`src/design/assert_macros.svh`:
```
// Assertion helpers; each expects clk and arst_n in scope.
`ifndef ASSERT_MACROS_SVH
`define ASSERT_MACROS_SVH

// Same-cycle implication.
`define ASSERT_IMPLY(label, ante, cons) \
	label: assert property (@(posedge clk) disable iff (!arst_n) (ante) |-> (cons)) \
		else $error("assertion failed: implication");

// Next-cycle implication.
`define ASSERT_NEXT(label, ante, cons) \
	label: assert property (@(posedge clk) disable iff (!arst_n) (ante) |=> (cons)) \
		else $error("assertion failed: next-cycle implication");

`endif

```
`src/design/tpi_pkg.sv`:
```
`default_nettype none
package tpi_pkg;

	localparam int DEF_BUFFER_DEPTH = 8;
	localparam logic [16:0] ONE_Q16 = 17'h10000;
	localparam logic [31:0] HALF_RANGE = 32'h80000000;

	typedef struct packed {
		logic               command;
		logic               frame_valid;
		logic               continuous;
		logic [31:0]        frame_id;
		logic [15:0]        grid_size;
		logic [47:0]        sim_time;
		logic [47:0]        receive_time;
		logic [47:0]        now_time;
		logic signed [31:0] playout_delay;
		logic signed [31:0] wind_x;
		logic signed [31:0] wind_y;
		logic signed [31:0] wind_z;
	} req_t;

	typedef struct packed {
		logic               accepted;
		logic [31:0]        prev_frame_id;
		logic [31:0]        next_frame_id;
		logic [16:0]        blend;
		logic [47:0]        interp_sim_time;
		logic signed [63:0] disp_x;
		logic signed [63:0] disp_y;
		logic signed [63:0] disp_z;
	} rsp_t;

	typedef struct packed {
		logic [31:0] frame_id;
		logic [15:0] grid_size;
		logic [47:0] sim_time;
		logic [47:0] receive_time;
	} slot_t;

	typedef logic [4:0] op_t;
	localparam op_t OP_NONE     = 5'd0;
	localparam op_t OP_PREJ     = 5'd1;
	localparam op_t OP_PRD_NEW  = 5'd2;
	localparam op_t OP_PCHK     = 5'd3;
	localparam op_t OP_PDROP    = 5'd4;
	localparam op_t OP_PWR      = 5'd5;
	localparam op_t OP_SEMPTY   = 5'd6;
	localparam op_t OP_STGT     = 5'd7;
	localparam op_t OP_SPREV    = 5'd8;
	localparam op_t OP_WADV     = 5'd9;
	localparam op_t OP_UPSET    = 5'd10;
	localparam op_t OP_NOUP     = 5'd11;
	localparam op_t OP_UADV     = 5'd12;
	localparam op_t OP_DIVINIT  = 5'd13;
	localparam op_t OP_DIVSTEP  = 5'd14;
	localparam op_t OP_IMUL     = 5'd15;
	localparam op_t OP_INTERP   = 5'd16;
	localparam op_t OP_WSTART   = 5'd17;
	localparam op_t OP_WHI      = 5'd18;
	localparam op_t OP_WLO      = 5'd19;
	localparam op_t OP_WINC     = 5'd20;
	localparam op_t OP_WCOM     = 5'd21;
	localparam op_t OP_SFIN     = 5'd22;

	typedef logic [1:0] axis_t;
	localparam axis_t AXIS_X = 2'd0;
	localparam axis_t AXIS_Y = 2'd1;
	localparam axis_t AXIS_Z = 2'd2;

	typedef struct packed {
		logic  load;
		logic  emit;
		op_t   op;
		axis_t axis;
	} cmd_t;

	typedef struct packed {
		logic is_sample;
		logic frame_valid;
		logic count_zero;
		logic full;
		logic lo_last;
		logic walk_adv;
		logic has_next2;
		logic has_up;
		logic up_same;
		logic up_next2;
		logic div_needed;
		logic wind_go;
	} sts_t;

endpackage
`default_nettype wire

```
`src/design/tpi_ctrl.sv`:
```
`default_nettype none
module tpi_ctrl (
	input  logic          clk,
	input  logic          arst_n,
	input  logic          req_valid,
	output logic          req_ready,
	input  logic          out_free,
	input  tpi_pkg::sts_t sts,
	output tpi_pkg::cmd_t cmd
);
	localparam logic [4:0] ST_IDLE  = 5'd0;
	localparam logic [4:0] ST_DISP  = 5'd1;
	localparam logic [4:0] ST_PCHK  = 5'd2;
	localparam logic [4:0] ST_PDEC  = 5'd3;
	localparam logic [4:0] ST_PWR   = 5'd4;
	localparam logic [4:0] ST_SW0   = 5'd5;
	localparam logic [4:0] ST_SWCHK = 5'd6;
	localparam logic [4:0] ST_SBR   = 5'd7;
	localparam logic [4:0] ST_SUCHK = 5'd8;
	localparam logic [4:0] ST_SDIV0 = 5'd9;
	localparam logic [4:0] ST_SDIV  = 5'd10;
	localparam logic [4:0] ST_SMUL  = 5'd11;
	localparam logic [4:0] ST_SINT  = 5'd12;
	localparam logic [4:0] ST_SWND  = 5'd13;
	localparam logic [4:0] ST_SWHI  = 5'd14;
	localparam logic [4:0] ST_SWLO  = 5'd15;
	localparam logic [4:0] ST_SWINC = 5'd16;
	localparam logic [4:0] ST_SWCOM = 5'd17;
	localparam logic [4:0] ST_SFIN  = 5'd18;
	localparam logic [4:0] ST_EMIT  = 5'd19;

	localparam logic [3:0] DIV_LAST  = 4'd15;
	localparam logic [3:0] AXIS_LAST = 4'd2;

	logic [4:0] state_q, state_d;
	logic [3:0] cnt_q, cnt_d;

	assign req_ready = state_q == ST_IDLE;

	always_comb begin
		state_d  = state_q;
		cnt_d    = cnt_q;
		cmd      = '0;
		cmd.axis = cnt_q[1:0];
		unique case (state_q)
			ST_IDLE: begin
				if (req_valid) begin
					cmd.load = 1'b1;
					state_d  = ST_DISP;
				end
			end
			ST_DISP: begin
				if (sts.is_sample) begin
					if (sts.count_zero) begin
						cmd.op  = tpi_pkg::OP_SEMPTY;
						state_d = ST_EMIT;
					end else begin
						cmd.op  = tpi_pkg::OP_STGT;
						state_d = ST_SW0;
					end
				end else if (!sts.frame_valid) begin
					cmd.op  = tpi_pkg::OP_PREJ;
					state_d = ST_EMIT;
				end else begin
					cmd.op  = tpi_pkg::OP_PRD_NEW;
					state_d = ST_PCHK;
				end
			end
			ST_PCHK: begin
				cmd.op  = tpi_pkg::OP_PCHK;
				state_d = ST_PDEC;
			end
			ST_PDEC: begin
				if (sts.full) begin
					cmd.op  = tpi_pkg::OP_PDROP;
					state_d = ST_PWR;
				end else begin
					cmd.op  = tpi_pkg::OP_PWR;
					state_d = ST_EMIT;
				end
			end
			ST_PWR: begin
				cmd.op  = tpi_pkg::OP_PWR;
				state_d = ST_EMIT;
			end
			ST_SW0: begin
				cmd.op  = tpi_pkg::OP_SPREV;
				state_d = sts.lo_last ? ST_SBR : ST_SWCHK;
			end
			ST_SWCHK: begin
				if (sts.walk_adv) begin
					cmd.op  = tpi_pkg::OP_WADV;
					state_d = sts.has_next2 ? ST_SWCHK : ST_SBR;
				end else begin
					state_d = ST_SBR;
				end
			end
			ST_SBR: begin
				if (sts.has_up) begin
					cmd.op  = tpi_pkg::OP_UPSET;
					state_d = sts.has_next2 ? ST_SUCHK : ST_SDIV0;
				end else begin
					cmd.op  = tpi_pkg::OP_NOUP;
					state_d = ST_SMUL;
				end
			end
			ST_SUCHK: begin
				if (sts.up_same) begin
					cmd.op  = tpi_pkg::OP_UADV;
					state_d = sts.up_next2 ? ST_SUCHK : ST_SDIV0;
				end else begin
					state_d = ST_SDIV0;
				end
			end
			ST_SDIV0: begin
				cmd.op = tpi_pkg::OP_DIVINIT;
				cnt_d  = '0;
				state_d = sts.div_needed ? ST_SDIV : ST_SMUL;
			end
			ST_SDIV: begin
				cmd.op = tpi_pkg::OP_DIVSTEP;
				cnt_d  = cnt_q + 4'd1;
				if (cnt_q == DIV_LAST) begin
					state_d = ST_SMUL;
				end
			end
			ST_SMUL: begin
				cmd.op  = tpi_pkg::OP_IMUL;
				state_d = ST_SINT;
			end
			ST_SINT: begin
				cmd.op  = tpi_pkg::OP_INTERP;
				state_d = ST_SWND;
			end
			ST_SWND: begin
				cnt_d = '0;
				if (sts.wind_go) begin
					cmd.op  = tpi_pkg::OP_WSTART;
					state_d = ST_SWHI;
				end else begin
					state_d = ST_SFIN;
				end
			end
			ST_SWHI: begin
				cmd.op  = tpi_pkg::OP_WHI;
				state_d = ST_SWLO;
			end
			ST_SWLO: begin
				cmd.op  = tpi_pkg::OP_WLO;
				state_d = ST_SWINC;
			end
			ST_SWINC: begin
				cmd.op = tpi_pkg::OP_WINC;
				cnt_d  = cnt_q + 4'd1;
				state_d = (cnt_q == AXIS_LAST) ? ST_SWCOM : ST_SWHI;
			end
			ST_SWCOM: begin
				cmd.op  = tpi_pkg::OP_WCOM;
				state_d = ST_SFIN;
			end
			ST_SFIN: begin
				cmd.op  = tpi_pkg::OP_SFIN;
				state_d = ST_EMIT;
			end
			ST_EMIT: begin
				if (out_free) begin
					cmd.emit = 1'b1;
					state_d  = ST_IDLE;
				end
			end
			default: begin
				state_d = ST_IDLE;
			end
		endcase
	end

	always_ff @(posedge clk or negedge arst_n) begin
		if (!arst_n) begin
			state_q <= ST_IDLE;
			cnt_q   <= '0;
		end else begin
			state_q <= state_d;
			cnt_q   <= cnt_d;
		end
	end
endmodule
`default_nettype wire

```
`config.mk`:
```
export PLATFORM = sky130hd
export DESIGN_NAME = tpi_ctrl
export DESIGN_NICKNAME = d
export VERILOG_FILES = /design/src/design/assert_macros.svh /design/src/design/tpi_pkg.sv /design/src/design/tpi_ctrl.sv
export SDC_FILE = /design/constraint.sdc
export NUM_CORES = 1
export LEC_CHECK = 0
export ABC_AREA = 1
export BUFFER_PORTS_ARGS = -buffer_cell sky130_fd_sc_hd__buf_2
export CAP_MARGIN = 20
export CELL_PAD_IN_SITES_DETAIL_PLACEMENT = 1
export CELL_PAD_IN_SITES_GLOBAL_PLACEMENT = 1
export CORE_UTILIZATION = 39
export DETAILED_ROUTE_END_ITERATION = 7
export HOLD_SLACK_MARGIN = 0.02
export MAX_ROUTING_LAYER = met4
export PLACE_DENSITY_LB_ADDON = 0.1
export SETUP_SLACK_MARGIN = 0.2
export SYNTH_ARGS = -nofsm -noshare
export SYNTH_HDL_FRONTEND = slang
export SYNTH_SLANG_ARGS = --single-unit
```
`constraint.sdc`:
```
create_clock -name clk -period 3.2 [get_ports clk]
set_clock_uncertainty 0.05 [all_clocks]
set_input_delay 0.64 -clock clk [delete_from_list [all_inputs] [get_ports clk]]
set_output_delay 0.64 -clock clk [all_outputs]
set_load 0.01 [all_outputs]
```
==> run metrics <==
first-pass GRT wire length=6.00 mm; Yosys Warn Count=0; count leader, synth=nand2_1; grt met3 use=0.0422; vias in the first global route=1299; Synth Area in Simple Gates=0.543; # IOs=26; CP arrival=2.07 ns; Worst Setup Path Type=reg -> out; sequential fraction of the synthesis area=0.201; post-route cell area=1270 um2; Detailed Route WL=3.54 mm; post-synthesis cell area=1120 um2; setup tns final=0 ns; pwr/cell area=932 nW/um2; Hold Vio Cnt, Final=0; via count=1241; worst rel slew slack=0.589; met2 Track Usage GR=0.413; final setup vio count=0; worst reg2reg endpoint=state_q[0]$_DFFE_PN0P_; Clock Sinks=9; Core ar.=2730 um2; most used flip-flop cell after synthesis=dfrtp_1; post-synth top area share=0.201; number of synthesized flops with an enable pin=0; FF+latch count, synth=9; area delta synth->final=13.2%; Tcrit/Tclk final=0.863; Tmin final=2.76 ns; reg2reg start=state_q[3]$_DFFE_PN0P_; element type at the critical path start=flip-flop; Synth area leader=dfrtp_1; Post-Syn Nets=197; DRT iter0 DRCs=34; Die W=55.6 um; outcome=completed; CP required=2.51 ns; Post-DP Area=1240 um2; Syn Inst Count=179; Reg2Reg Setup Slack=1.26 ns; xor/xnor share of the synthesized area=0.00783; fraction of layout cells with a size suffix above 1=0.286; Die H=55.6 um; Routed Antenna Nets=0; DR vias/cell=5.30; Worst VDD drop=0.500 mV; number of distinct library cells after synthesis=29; synth top area cells=dfrtp_1 (20%), nand2_1 (16%), nand3_1 (8.9%); Starting Density=0.409; H-Tree Depth=1; GR Overflow Total=0; post-synthesis adder-cell area fraction=0.0224; worst-margin pin slew=0.615 ns; Pleak=0.000767 uW; proportion of synthesized area in mux cells=0; nets=222; dpl hpwl=3.00 mm; Syn Area/Cell=6.25 um2; Resized Gates After CTS=0; DRT Pass-1 Iters=4; area of the die=3090 um2; Synth Area in Compound Gates=0.0906; setup repair bufs after CTS=0; Max Cap Viol=0; fin. max-slew vios=0; crit end category=output port; Routed WL per cell=15.1 um; number of remaining DRC errors=0; clk slew on worst S/H paths=0.06 ns; clk root buf=clkbuf_4; largest net degree at the start of global routing=12; critical-path maximum fanout=11; Num CTS Buffers=3; Cell Rows=19; Placer Congestion=0.901; f_max=0.362 GHz; diode count=0; clk buf depth=2; CTS Hold Buffers Added=0; PortBufs=25; Clk Latency, worst-skew pair=0.27 ns; Hold Crit Class=in -> async; RSZ-0062 raised after global routing=false; Setup crit start=state_q[3]$_DFFE_PN0P_; Async SR Flop Fraction=1.00; initial antenna violation count=0; CTS tree=done; largest family of logic cells by synthesized area=simple AND/OR/NAND/NOR gates; GR peak layer=met2; Synth top cells by count=nand2_1 (47), inv_1 (24), nand3_1 (20); met1 GRT Util=0.344; cell count of the worst reg-to-reg path=9; GRT Total Usage=0.262; fillcell total=396; CP endpoint=cmd[6]
==> through the flow <==
stage	setup WS (ns)	std cells	util	total power, uW	hold slack, ns
after CTS	0.426	234	0.463	1180	0.169
after detailed placement	0.720	230	0.454	1090	0.459
after global placement	0.823	230	0.454	1060	0.448
after floorplan	1.32	179	-	879	0.294
after global routing	0.253	234	0.463	1300	0.177
final	0.438	234	0.463	1180	0.170
==> flip-flops by register name, summed over array words and instances (netlist names) <==
register / cells
state_q: 5
cnt_q: 4
==> final cells by class <==
| cell class | count | area [um2] | area share |
|---|---|---|---|
| inverter | 29 | 109 | 0.0860 |
| clock buffer | 4 | 26.3 | 0.0208 |
| timing repair buffer | 25 | 125 | 0.0988 |
| sequential | 9 | 225 | 0.178 |
| tap | 31 | 38.8 | 0.0306 |
| multi-input combinational | 136 | 742 | 0.586 |
==> placed cells by master (no fill, tap or decap), drive strengths merged <==
cell type	instances
ha	2
nand3b	1
xor2	1
nand4	5
nor3	3
o21ai	7
a21boi	1
clkbuf	4
or2	1
nand3	22
o22ai	1
inv	29
nor2	29
a21oi	4
buf	25
o211ai	1
o2111ai	2
nand2	55
dfrtp	9
nor4	1
==> metal layers <==
layer,up-vias,share of wire
met2,39,0.48
met3,7,0.045
met5,-,0
met1,577,0.46
li1,618,-
met4,0,0.015
==> where the power goes <==
group	internal, uW	leakage [uW]	total, uW	switching (uW)
combinational	282	0.000638	830	548
sequential	164	0.000114	260	96.1
clock	48.2	0.0000150	90.7	42.4
==> critical path: stages, from the launching register on <==
cell and delay (ns):
dfrtp_1 0.48, nor2_2 0.54, nand2_1 0.18, nor2_4 0.21, inv_1 0.07, o21ai_0 0.08
nor2_1 0.06, nand3_1 0.06, buf_2 0.13
==> cell families (layout without fill, tap and decap cells) <==
family | after synthesis | after routing
buffers and inverters | 34 | 58
adder cells (fa/ha/maj) | 2 | 2
flip-flops | 9 | 9
XOR/XNOR | 1 | 1
AO/OA/AOI/OAI | 16 | 16
AND/OR/NAND/NOR | 117 | 117
==> worst min path at each step <==
stage          startpoint  cells past startpoint  slack, ns                     end
6_report           arst_n                      1       0.17  state_q[1]$_DFFE_PN0P_
4_1_cts            arst_n                      1       0.17    cnt_q[3]$_DFFE_PN0P_
5_1_grt            arst_n                      1       0.18  state_q[1]$_DFFE_PN0P_
3_3_place_gp       arst_n                      1       0.45  state_q[1]$_DFFE_PN0P_
2_1_floorplan      arst_n                      0       0.29    cnt_q[0]$_DFFE_PN0P_
3_5_place_dp       arst_n                      1       0.46    cnt_q[3]$_DFFE_PN0P_
No activity file was read; power rests on OpenSTA's default activity.
